<file path="src/hdl/pets_div.sv">
module pets_div (
  input  logic        clk_i,
  input  logic        rst_ni,
  input  logic        start_i,
  input  logic [63:0] num_i,
  input  logic [63:0] den_i,
  output logic        done_o,
  output logic [63:0] quot_o
);

  logic        busy_q, busy_d;
  logic        done_q, done_d;
  logic [5:0]  cnt_q, cnt_d;
  logic        neg_q, neg_d;
  logic [63:0] rem_q, rem_d;
  logic [63:0] quo_q, quo_d;
  logic [63:0] den_q, den_d;
  logic [63:0] shifted;

  assign shifted = {rem_q[62:0], quo_q[63]};

  always_comb begin
    busy_d = busy_q;
    done_d = 1'b0;
    cnt_d  = cnt_q;
    neg_d  = neg_q;
    rem_d  = rem_q;
    quo_d  = quo_q;
    den_d  = den_q;
    if (start_i) begin
      busy_d = 1'b1;
      cnt_d  = '0;
      neg_d  = num_i[63] ^ den_i[63];
      rem_d  = '0;
      quo_d  = num_i[63] ? (64'd0 - num_i) : num_i;
      den_d  = den_i[63] ? (64'd0 - den_i) : den_i;
    end else if (busy_q) begin
      if (shifted >= den_q) begin
        rem_d = shifted - den_q;
        quo_d = {quo_q[62:0], 1'b1};
      end else begin
        rem_d = shifted;
        quo_d = {quo_q[62:0], 1'b0};
      end
      cnt_d = cnt_q + 6'd1;
      if (cnt_q == 6'd63) begin
        busy_d = 1'b0;
        done_d = 1'b1;
      end
    end
  end

  always_ff @(posedge clk_i or negedge rst_ni) begin
    if (!rst_ni) begin
      busy_q <= 1'b0;
      done_q <= 1'b0;
      cnt_q  <= '0;
    end else begin
      busy_q <= busy_d;
      done_q <= done_d;
      cnt_q  <= cnt_d;
    end
  end

  always_ff @(posedge clk_i) begin
    neg_q <= neg_d;
    rem_q <= rem_d;
    quo_q <= quo_d;
    den_q <= den_d;
  end

  assign done_o = done_q;
  assign quot_o = neg_q ? (64'd0 - quo_q) : quo_q;

endmodule

</file>
<file path="config.mk">
export PLATFORM = sky130hd
export DESIGN_NAME = pets_div
export DESIGN_NICKNAME = d
export VERILOG_FILES = /design/src/hdl/pets_div.sv
export SDC_FILE = /design/constraint.sdc
export NUM_CORES = 1
export LEC_CHECK = 0
export BUFFER_PORTS_ARGS = -buffer_cell sky130_fd_sc_hd__buf_4
export CAP_MARGIN = 10
export CORE_ASPECT_RATIO = 2
export CORE_MARGIN = 2
export CORE_UTILIZATION = 50
export CTS_BUF_LIST = sky130_fd_sc_hd__clkbuf_2 sky130_fd_sc_hd__clkbuf_4 sky130_fd_sc_hd__clkbuf_8
export DETAILED_ROUTE_END_ITERATION = 8
export PLACE_DENSITY = 0.69
export SLEW_MARGIN = 10
export SYNTH_ARGS = -nofsm -noshare
export SYNTH_HDL_FRONTEND = slang
export SYNTH_SLANG_ARGS = --single-unit
</file>
<file path="constraint.sdc">
create_clock -name clk_i -period 4.6 [get_ports clk_i]
set_input_delay 0.92 -clock clk_i [delete_from_list [all_inputs] [get_ports clk_i]]
set_output_delay 0.92 -clock clk_i [all_outputs]
set_load 0.02 [all_outputs]
</file>
# Yosys cells after proc, flatten, opt, wreduce, memory -nomap -nowiden
# Index checks and enable logic that the tools add are counted.
# Widths: inputs -> output; s select.
# word_totals
reg_bits	200
inputBits	131
output_inout_bits	65
# classes
addsub	5
order_cmp	1
n_eq_ne	1
n_mux	15
bitwise_logic	1
reduce_logical	1
# op_table
cell	n
$mux 64	4
$sub 1x64->64 const A	3
$mux 63	2
$ge 64x64->1	1
$sub 63x63->63	1
$mux 6	2
$mux 1	7
$add 6x1->6 const B	1
$eq 6x6->1 const B	1
$reduce_bool 2->1	1
$xor 1x1->1	1

# Logic depth before layout (Yosys ltp)
# Gate-level depths: netlist (run 1).
# logic_depth
depth_word	4
mapped_depth	14

# Least setup slack after synthesis (run 1)
# Ideal clock, no wire load.
# synth_path
path_kind	register to output
startpoint	register quo_q[5]
endpoint	output port quot_o[57]
arrival_ns	3.231
required_ns	3.680
path_slack_ns	0.449
path_stages_with_launch	11
n_path_buf	1
path_cell_list	edfxtp_1 or3_1 nor4_1 nand4_1 nor2_1 nand4_1 or4_1 or4_1 clkbuf_1 o31ai_1 xnor2_1
# synth_via
elab_chain_len	2
# synth_rtl
item	line	rtl
from (decl)	16	logic [63:0] quo_q, quo_d;
from (signal assigned)	68	quo_q <= quo_d;
$sub 1x64->64	73	assign quot_o = neg_q ? (64'd0 - quo_q) : quo_q;
$mux 64	73	
to (decl)	8	output logic [63:0] quot_o
# No other way between the ends.

# Final worst setup path (run 1)
# layout_path
startpoint	register quo_q[17]
endpoint	output port quot_o[51]
# The elaborated chain is that of the path after synthesis.

==> flow_metrics.tcl, run 1 <==
set metrics [dict create \
    core_region_area_sq_mm 0.0315 \
    final_period_utilization_pct 105 \
    final_cells 2535 \
    synth_enable_flop_cells 129 \
    hp_class "input port to asynchronous set/reset pin" \
    ys_async_sr_fraction_pct 4.00 \
    dieWidth_um 130 \
    setup_viol 8 \
    place_worst_setup_slack_ns -0.0195 \
    period_needed_ns 4.83 \
    grt.overflow.total 0 \
    crit_type "flop to primary output" \
    layout-area-overhead-vs-synth_pct 15.9 \
    clk_pin_slew_ns 0.11 \
    initial_util_pct 50.7 \
    ctsLongestPathBuffers 2 \
    grt_antenna_before_repair 3 \
    worst_setup_slack_for_register_to_register_paths_ns 0.76 \
    cts_root_buffer "sky130_fd_sc_hd__clkbuf_8" \
    synthesis.yosys.warnings 0 \
    crit-reg2reg-launch "den_q[25]$_DFFE_PP_" \
    max_clock_freq_ghz 0.207 \
    worst_pin_slew_ns 0.894 \
    synth.top_cells.by_area "sky130_fd_sc_hd__edfxtp_1 (24%), sky130_fd_sc_hd__xnor2_1 (8.8%), sky130_fd_sc_hd__dfxtp_1 (7.9%)" \
    synth.most_common_cell "sky130_fd_sc_hd__nand2_1" \
    via_per_inst 5.96 \
    worstSetupStartpointType "flop" \
    drt.antenna.violating_nets 0 \
    power_per_standard_cell_area_mw_per_mm2 255 \
    grt_start_max_net_pins 140 \
    dpl.hpwl_mm 38.1 \
    synth_mux_area_share_pct 0.908 \
    yosys.area_share.adder_pct 5.45 \
    violations "setup timing" \
    post_synth.cell_area_avg_sq_um 8.27 \
    ioPinCount 196 \
    synth_flop_cell "sky130_fd_sc_hd__edfxtp_1" \
    fin_worst_setup_slack_ns -0.235 \
    placement_rows 92 \
    grt_pass1_wl_mm 77.4 \
    detail_route.iter0.violations 704 \
    fin_skew_ns 0.0230 \
    finalInstanceArea_sq_mm 0.0185 \
    timing_max_transition_violations_final 0 \
    worst_setup_path_end_kind "primary output" \
    post-place-cells 2481 \
    share_of_synthesized_area_occupied_by_flip_flops_and_latches_pct 33.4 \
    drcViolationCount 0 \
    place.gp.congestion 0.929 \
    cell_type_with_the_largest_total_area_after_synthesis "sky130_fd_sc_hd__edfxtp_1" \
    hold_viol 0 \
    drive_gt1_share_pct 16.1 \
    yosysUniqueCellTypes 83 \
    netlist_instances 1933 \
    totalNegativeSetupSlack_ns -1.37 \
    timing.critical_path.required_ns 3.68 \
    clk_latency_ns 0.51 \
    first_global_vias 15300 \
    final_net_count 2296 \
    floorplan.die.height_um 257 \
    synth_area_in_compound_gates_pct 22.5 \
    commonest_cells_in_the_synthesized_netlist "sky130_fd_sc_hd__nand2_1 (202), sky130_fd_sc_hd__nor2_1 (172), sky130_fd_sc_hd__xnor2_1 (160)" \
    drt_pass1_iterations 5 \
    synth_simple_gate_area_share_pct 20.2 \
    grt_setup_unrepaired "true" \
    run_status "complete, but fails checks" \
    number_of_cells_on_the_worst_reg_to_reg_path 12 \
    tritoncts_num_sinks 200 \
    cell_area_after_placement_sq_mm 0.0179 \
    post-route-util_pct 58.8 \
    numCtsBuffers 17 \
    power.static_leakage_nw 7.29 \
    buffer_ports.inserted 195 \
    slew-limit-headroom_pct 40.4 \
    cts_tree "done" \
    synth.top_cell.area_share_pct 24.2 \
    synth_top_family_by_area "compound AO/OA/AOI/OAI gates" \
    max-vdd-ir-drop_mv 0.182 \
    route.final.wire_length_mm 48.9 \
    routedWlPerCell_um 19.3 \
    synth_xor_xnor_area_share_pct 12.7 \
    cp_max_fo 5 \
    cts_htree_levels 4 \
    yosys_register_bits 200 \
    worstPathArrival_ns 3.91 \
    synth.cell_area_sq_mm 0.0160 \
    groute.usage.overall_pct 29.3 \
    routed-via-count 15100 \
    synth.net_count 2133 \
    maxCapViolations 0 \
    floorplan.die_area_sq_mm 0.0335 \
    worst_r2r_endpoint "rem_q[19]$_SDFFE_PP0P_" \
]
## worst max path at each step
stage	startpoint	end	slack (ns)	cells after the start
global placement	quo_q[4]$_DFFE_PP_	quot_o[61]	0.001	11
finish	quo_q[17]$_DFFE_PP_	quot_o[51]	-0.23	11
global route	quo_q[17]$_DFFE_PP_	quot_o[51]	-0.44	11
CTS	quo_q[5]$_DFFE_PP_	quot_o[61]	-0.24	11
detailed placement	quo_q[4]$_DFFE_PP_	quot_o[55]	-0.02	11
floorplan	quo_q[5]$_DFFE_PP_	quot_o[57]	0.45	10
## where the power goes
group / internal [W] / switching (W) / leakage, nW
Clock: 0.000412 / 0.000704 / 0.189
Combinational: 0.000603 / 0.000808 / 5.20
Sequential: 0.00208 / 0.000119 / 1.90
## cell families after synthesis
logic type,after synthesis
buffers and inverters,209
AOI/OAI and AO/OA,553
xor gates and xnor gates,231
adders and majority gates,69
and+or+nand+nor,657
DFF,200
muxes,14
## critical path, stage by stage (launching register included)
cell,delay [ns]
sky130_fd_sc_hd__edfxtp_1,0.41
sky130_fd_sc_hd__or4_4,0.56
sky130_fd_sc_hd__nor3_2,0.11
sky130_fd_sc_hd__buf_4,0.14
sky130_fd_sc_hd__nand4_1,0.19
sky130_fd_sc_hd__nor2_2,0.20
sky130_fd_sc_hd__nand4_1,0.16
sky130_fd_sc_hd__or4_4,0.50
sky130_fd_sc_hd__or4_4,0.52
sky130_fd_sc_hd__o31ai_2,0.27
sky130_fd_sc_hd__xnor2_1,0.18
sky130_fd_sc_hd__buf_4,0.18
## registers in the layout, indices dropped and copies added, names as in the netlist
register and count:
rem_q 63, neg_q 1, cnt_q 6, done_o 1, busy_q 1, den_q 64
quo_q 64
## metal layers
layer	global-route usage (%)	share of wire [%]	vias to the layer above
li1	-	-	7378
met4	16.2	5.9	0
met3	5.09	4.6	153
met2	55.4	55	444
met5	0	0	-
met1	29.4	35	7133
## layout by cell type, fill, tap and decap left out, types with 12 or more instances in the layout
cell,netlist,final
sky130_fd_sc_hd__buf_4,1,250
sky130_fd_sc_hd__nand2_1,202,202
sky130_fd_sc_hd__nor2_1,172,171
sky130_fd_sc_hd__xnor2_1,160,160
sky130_fd_sc_hd__a21oi_1,155,155
sky130_fd_sc_hd__edfxtp_1,129,129
sky130_fd_sc_hd__o21ai_0,125,125
sky130_fd_sc_hd__inv_1,99,98
sky130_fd_sc_hd__xor2_1,71,71
sky130_fd_sc_hd__ha_1,68,68
sky130_fd_sc_hd__dfxtp_1,63,63
sky130_fd_sc_hd__o31ai_1,64,59
sky130_fd_sc_hd__or3_1,45,43
sky130_fd_sc_hd__nor3_1,42,39
sky130_fd_sc_hd__nand3_1,39,38
sky130_fd_sc_hd__a311oi_1,35,35
sky130_fd_sc_hd__nand4_1,29,29
sky130_fd_sc_hd__a21o_1,27,27
sky130_fd_sc_hd__o41ai_1,20,20
sky130_fd_sc_hd__clkbuf_8,0,19
sky130_fd_sc_hd__or4_1,21,17
sky130_fd_sc_hd__nand2b_1,16,16
sky130_fd_sc_hd__nor2b_1,16,16
sky130_fd_sc_hd__a31oi_1,16,16
sky130_fd_sc_hd__and3_1,16,15
sky130_fd_sc_hd__a211oi_1,12,12
## per-stage QoR
| step | hold WS, ns | total power [W] |
|---|---|---|
| final | 0.201 | 0.00472 |
| after global placement | 0.484 | 0.00358 |
| after floorplan | 0.453 | 0.00304 |
| after CTS | 0.165 | 0.00473 |
| after global routing | 0.194 | 0.00494 |
| after detailed placement | 0.495 | 0.00360 |
## layout make-up
type / count / area (sq um)
Antenna cell: 3 / 7.51
Sequential cell: 200 / 5340
Clock inverter: 13 / 108
Timing Repair Buffer: 253 / 1930
Inverter: 99 / 372
Fill cell: 2968 / 13000
Multi-Input combinational cell: 1525 / 10000
Tap cell: 423 / 529
Clock buffer: 19 / 255
## what timing repair did
action | CTS | global route
setup buffers | 10 | 8
cloned | 1 | 0
hold buffers | 0 | 0
pin swaps | 1 | 1
resized for setup | 18 | 4
endpoints found under the setup margin | 10 | 12
Note: power is estimated with default switching activity, not from simulation.
==> inputs of run 2 (changes only) <==
REMOVE_ABC_BUFFERS = 1   (was not set)
==> run 2 against run 1 <==
The run still ends with setup timing left; power grew 3.6%; final cell count up 0.24%; via count grew 0.86%; sequential cell count is the same; fmax rose by 0.39%; core utilization increased by 0.71 points; combinational power hardly changed; critical path type unchanged; critical endpoint is now quot_o[63]; largest power group unchanged.
==> flow_metrics.tcl, run 2 (synthesis gave the netlist of run 1 again) <==
set metrics [dict create \
    run_status "complete, but fails checks" \
    violations "setup timing" \
    worst_setup_path_end_kind "primary output" \
    routed-via-count 15200 \
    number_of_cells_on_the_worst_reg_to_reg_path 12 \
    hp_class "input port to asynchronous set/reset pin" \
    cts_tree "done" \
    timing.critical_path.required_ns 3.68 \
    drt.antenna.violating_nets 0 \
    crit_type "flop to primary output" \
    max-vdd-ir-drop_mv 0.279 \
    reg_top3 "den_q: 64 flops, quo_q: 64 flops, rem_q: 63 flops" \
    routedWlPerCell_um 19.4 \
    cell_area_after_placement_sq_mm 0.0180 \
    placement_rows 92 \
    holdBufCountCts 0 \
    hold_viol 0 \
    first_global_vias 15600 \
    floorplan.die_area_sq_mm 0.0335 \
    power.static_leakage_nw 7.37 \
    internal_power_w 0.00331 \
    final_period_utilization_pct 105 \
    post-route-util_pct 59.5 \
    period_needed_ns 4.82 \
    groute.usage.overall_pct 29.8 \
    fin_skew_ns 0.0138 \
    place_worst_setup_slack_ns 0.0603 \
    cts_htree_levels 4 \
    via_per_inst 6.00 \
    floorplan.die.height_um 257 \
    dpl.hpwl_mm 37.9 \
    power.share.sequential_pct 44.7 \
    slew-limit-headroom_pct 29.5 \
    cts_root_buffer "sky130_fd_sc_hd__clkbuf_8" \
    final_cell_mix "sky130_fd_sc_hd__buf_4 (258), sky130_fd_sc_hd__nand2_1 (201), sky130_fd_sc_hd__nor2_1 (170)" \
    maxCapViolations 0 \
    ctsLongestPathBuffers 2 \
    route.final.wire_length_mm 49.3 \
    setup_viol 9 \
    worstPathArrival_ns 3.90 \
    grt_antenna_before_repair 1 \
    clk_pin_slew_ns 0.10 \
    worst_pin_slew_ns 1.06 \
    drcViolationCount 0 \
    mostFrequentLayoutCell "sky130_fd_sc_hd__buf_4" \
    total_power_w 0.00489 \
    grt.overflow.total 0 \
    finalInstanceArea_sq_mm 0.0188 \
    total_switching_power_w 0.00158 \
    timing_max_transition_violations_final 0 \
    tritoncts_num_sinks 200 \
    combinationalPowerShare_pct 29.5 \
    final_net_count 2305 \
    initial_util_pct 50.7 \
    share_of_power_burned_in_the_clock_network_pct 25.8 \
    worst_hold_slack_ns 0.214 \
    drive_gt1_share_pct 16.9 \
    max_clock_freq_ghz 0.208 \
    grt_start_max_net_pins 102 \
    fin_worst_setup_slack_ns -0.216 \
    ff_latch_area_sq_mm 0.00534 \
    numCtsBuffers 17 \
    p_sw_share_pct 32.3 \
    cp_max_fo 2 \
    drt_pass1_iterations 5 \
    fill_cells 2949 \
    core_region_area_sq_mm 0.0315 \
    power_per_standard_cell_area_mw_per_mm2 261 \
    ioPinCount 196 \
    worstSetupStartpointType "flop" \
    place.gp.congestion 0.906 \
    grt_pass1_wl_mm 78.4 \
    clk_latency_ns 0.51 \
    multiInputGateArea_sq_mm 0.0101 \
    dieWidth_um 130 \
    buffer_ports.inserted 195 \
    detail_route.iter0.violations 719 \
    grt_setup_unrepaired "true" \
    layout-area-overhead-vs-synth_pct 17.3 \
]
run 2: cell count changes in the layout (fill, tap and decap cells not counted), moves of 3 or more:
cell                        delta
sky130_fd_sc_hd__bufinv_16     +4
sky130_fd_sc_hd__buf_4         +8
sky130_fd_sc_hd__o21ai_0       -3
sky130_fd_sc_hd__inv_6         -8
sky130_fd_sc_hd__o31ai_4       +4
run 2: routing by layer:
metal  vias up  track usage (%)  wire length (um)
li1       7387                -                 -
met2       445             56.0             26900
met4         0             18.3              3310
met1      7254             29.4             17000
met5         -                0                 0
met3       152             4.86              2070
run 2: power groups by stage:
stage | Clock (W) | Combinational, W | Sequential (W)
3_5_place_dp | 0 | 0.00140 | 0.00222
3_3_place_gp | 0 | 0.00138 | 0.00222
2_1_floorplan | 0 | 0.000791 | 0.00221
4_1_cts | 0.00129 | 0.00143 | 0.00218
5_1_grt | 0.00136 | 0.00156 | 0.00221
6_report | 0.00126 | 0.00144 | 0.00219
run 2: worst max-delay path, cell delays in order (launching register included):
cell	delay (ns)
sky130_fd_sc_hd__edfxtp_1	0.41
sky130_fd_sc_hd__or3_4	0.42
sky130_fd_sc_hd__nor4_4	0.20
sky130_fd_sc_hd__buf_4	0.15
sky130_fd_sc_hd__nand4_1	0.11
sky130_fd_sc_hd__buf_6	0.16
sky130_fd_sc_hd__nor2_4	0.09
sky130_fd_sc_hd__nand4_1	0.14
sky130_fd_sc_hd__or4_1	0.46
sky130_fd_sc_hd__or4_4	0.50
sky130_fd_sc_hd__buf_12	0.17
sky130_fd_sc_hd__o31ai_4	0.20
sky130_fd_sc_hd__xnor2_2	0.18
sky130_fd_sc_hd__buf_4	0.19
run 2: final cells by class:
class	count	area share (%)
Tap cell	423	2.82
Multi-Input combinational cell	1524	53.7
Sequential cell	200	28.5
Inverter	99	1.98
Clock inverter	11	0.927
Timing Repair Buffer	263	10.7
Antenna cell	1	0.0133
Clock buffer	20	1.40
run 2: path summary, 6_finish.rpt:
check / start / end / slack (ns)
max: quo_q[1]$_DFFE_PP_ / quot_o[63] / -0.22
min: rst_ni / cnt_q[0]$_DFFE_PN0P_ / 0.21
max reg2reg: den_q[38]$_DFFE_PP_ / rem_q[47]$_SDFFE_PP0P_ / 0.77
min reg2reg: rem_q[17]$_SDFFE_PP0P_ / rem_q[18]$_SDFFE_PP0P_ / 0.49
max in group asynchronous: rst_ni / busy_q$_DFF_PN0_ / 4.25
min in group clk_i: rem_q[17]$_SDFFE_PP0P_ / rem_q[18]$_SDFFE_PP0P_ / 0.49
run 2: metrics by stage:
| stage | cells | TNS, ns |
|---|---|---|
| after detailed placement | 2497 | 0 |
| after global routing | 2541 | -2.48 |
| after global placement | 2497 | 0 |
| final | 2541 | -1.23 |
| after CTS | 2534 | -1.74 |
| after floorplan | 1823 | 0 |
run 2: what timing repair did:
action,in CTS,in global routing
pin swaps,9,5
endpoints found under the setup margin,17,15
setup buffers,6,7
gates resized for setup,32,11
==> inputs of run 3 (changes only) <==
CELL_PAD_IN_SITES_DETAIL_PLACEMENT = 0   (was not set)
CELL_PAD_IN_SITES_GLOBAL_PLACEMENT = 1   (was not set)
CORE_UTILIZATION = 46   (was 50)
PLACE_DENSITY = 0.83   (was 0.69)
==> run 3 against run 2 <==
The flow still finishes with violations (setup timing); core utilization down 4.8 points; non-clock buffer count down 3; hold slack worse by 0.035 ns.
==> flow_metrics.tcl, run 3 (synthesis gave the netlist of run 1 again) <==
set metrics [dict create \
    run_status "complete, but fails checks" \
    violations "setup timing" \
    worstPathArrival_ns 3.95 \
    ioPinCount 196 \
    cell_breakdown_of_the_critical_path "or4_4 -> nor3_4 -> nand4_1 -> nor2_2 -> nand4_1 -> or4_4 -> or4_4 -> buf_12 -> o41ai_4 -> xnor2_1 -> buf_4" \
    final_cell_mix "sky130_fd_sc_hd__buf_4 (256), sky130_fd_sc_hd__nand2_1 (202), sky130_fd_sc_hd__nor2_1 (170)" \
    critPathSlowestCell "sky130_fd_sc_hd__or4_4" \
    clk_latency_ns 0.53 \
    crit_type "flop to primary output" \
    drt_pass1_iterations 7 \
    met1_usage_pct 25.7 \
    floorplan.die_area_sq_mm 0.0364 \
    hold_viol 0 \
    hp_class "input port to asynchronous set/reset pin" \
    setup_viol 10 \
    mostFrequentLayoutCell "sky130_fd_sc_hd__buf_4" \
    dpl.hpwl_mm 39.6 \
    first_global_vias 15300 \
    final_net_count 2302 \
    grt_busiest_layer "met2" \
    groute.usage.overall_pct 28.4 \
    worst_pin_slew_ns 0.920 \
    fill_cells 3297 \
    routed-via-count 15200 \
    buffer_ports.inserted 195 \
    layout-area-overhead-vs-synth_pct 17.0 \
    tritoncts_num_sinks 200 \
    worst_hold_slack_ns 0.179 \
    drive_gt1_share_pct 16.8 \
    met3_usage_in_global_routing_pct 4.41 \
    cp_common_cell "sky130_fd_sc_hd__or4_4" \
    grt_setup_unrepaired "true" \
    grt_antenna_before_repair 1 \
    clk_pin_slew_ns 0.11 \
    placement_rows 96 \
    via_per_inst 5.94 \
    dieWidth_um 136 \
    grt_pass1_wl_mm 79.3 \
    grt.overflow.total 0 \
    worst_setup_path_end_kind "primary output" \
    core_region_area_sq_mm 0.0342 \
    max-vdd-ir-drop_mv 0.196 \
    cts_htree_levels 4 \
    route.final.wire_length_mm 51.3 \
    grt_start_max_net_pins 86 \
    slew-limit-headroom_pct 38.6 \
    floorplan.die.height_um 268 \
    critPathMaxStageDelay_ns 0.59 \
    routedWlPerCell_um 20.1 \
    drcViolationCount 0 \
    period_needed_ns 4.87 \
    numCtsBuffers 17 \
    grt.met2_usage_pct 56.1 \
    max_clock_freq_ghz 0.205 \
    fin_worst_setup_slack_ns -0.275 \
    totalNegativeSetupSlack_ns -2.12 \
    maxCapViolations 0 \
    drt.antenna.violating_nets 0 \
    fin_skew_ns 0.0148 \
    place.gp.congestion 0.935 \
    cts_tree "done" \
    timing.critical_path.required_ns 3.68 \
    ctsLongestPathBuffers 2 \
    worstSetupStartpointType "flop" \
    final_period_utilization_pct 106 \
    final_cells 2557 \
    post-place-cells 2503 \
    power_per_standard_cell_area_mw_per_mm2 256 \
    cp_max_fo 9 \
    cts_root_buffer "sky130_fd_sc_hd__clkbuf_8" \
    timing_max_transition_violations_final 0 \
    initial_util_pct 46.7 \
    detail_route.iter0.violations 796 \
    reg_top3 "den_q: 64 flops, quo_q: 64 flops, rem_q: 63 flops" \
    power.static_leakage_nw 7.35 \
]
==> run 3: changes by cell type in the layout (fill, tap and decap cells not counted), sizes merged <==
cell	before	now
buf	262	259
bufinv	4	1
clkbuf	21	22
clkinv	3	4
inv	100	102
==> run 3: timing repair <==
action / CTS / global route
resized for setup: 16 / 26
setup endpoints to repair: 17 / 20
pin swaps: 4 / 13
setup buffers: 17 / 8
hold buffers: 0 / 0
==> run 3: path summary, 6_finish.rpt <==
path | end | cells past startpoint | from | slack [ns]
worst min register to register | rem_q[2]$_SDFFE_PP0P_ | 2 | rem_q[1]$_SDFFE_PP0P_ | 0.51
worst min-delay path | cnt_q[4]$_DFFE_PN0P_ | 1 | rst_ni | 0.18
worst max register to register | rem_q[7]$_SDFFE_PP0P_ | 12 | den_q[25]$_DFFE_PP_ | 0.84
min in group clk_i | rem_q[2]$_SDFFE_PP0P_ | 2 | rem_q[1]$_SDFFE_PP0P_ | 0.51
max in group asynchronous | busy_q$_DFF_PN0_ | 1 | rst_ni | 4.28
worst max-delay path | quot_o[61] | 11 | quo_q[16]$_DFFE_PP_ | -0.27
==> run 3: worst max-delay path, delay by kind of cell (launching register included) <==
family / cells / cell delay (ns)
AO/OA/AOI/OAI: 1 / 0.22
XOR/XNOR: 1 / 0.16
buffers and inverters: 2 / 0.34
flip-flops: 1 / 0.45
AND/OR/NAND/NOR: 7 / 2.26
==> run 3: layer usage <==
metal,vias up,share of wire [%]
li1,7390,-
met1,7208,33
met2,449,56
met3,151,4.3
met4,0,6.8
met5,-,0
==> run 3: cell type report <==
type,instances,area (sq um),share of cell area (%)
Antenna cell,1,2.50,0.0134
Clock buffer,21,277,1.48
Clock inverter,11,115,0.615
Inverter,99,372,1.99
Multi-Input combinational cell,1524,10100,53.7
Sequential cell,200,5340,28.5
Tap cell,441,552,2.95
Timing Repair Buffer,260,2000,10.7
==> run 3: power breakdown <==
part / internal [W] / leakage [nW] / switching [W]
sequential: 0.00208 / 1.90 / 0.000124
clock: 0.000479 / 0.193 / 0.000698
combinational: 0.000603 / 5.25 / 0.000810
total: 0.00316 / 7.35 / 0.00163
==> run 3: stage by stage <==
stage / power (W) / area, sq um / worst slack (ns) / util [%]
floorplan: 0.00300 / 15600 / 0.0814 / -
global placement: 0.00360 / 18000 / 0.0538 / 52.5
detailed placement: 0.00361 / 18000 / 0.0411 / 52.5
CTS: 0.00480 / 18600 / -0.304 / 54.3
global route: 0.00501 / 18700 / -0.383 / 54.6
finish: 0.00479 / 18700 / -0.275 / 54.6
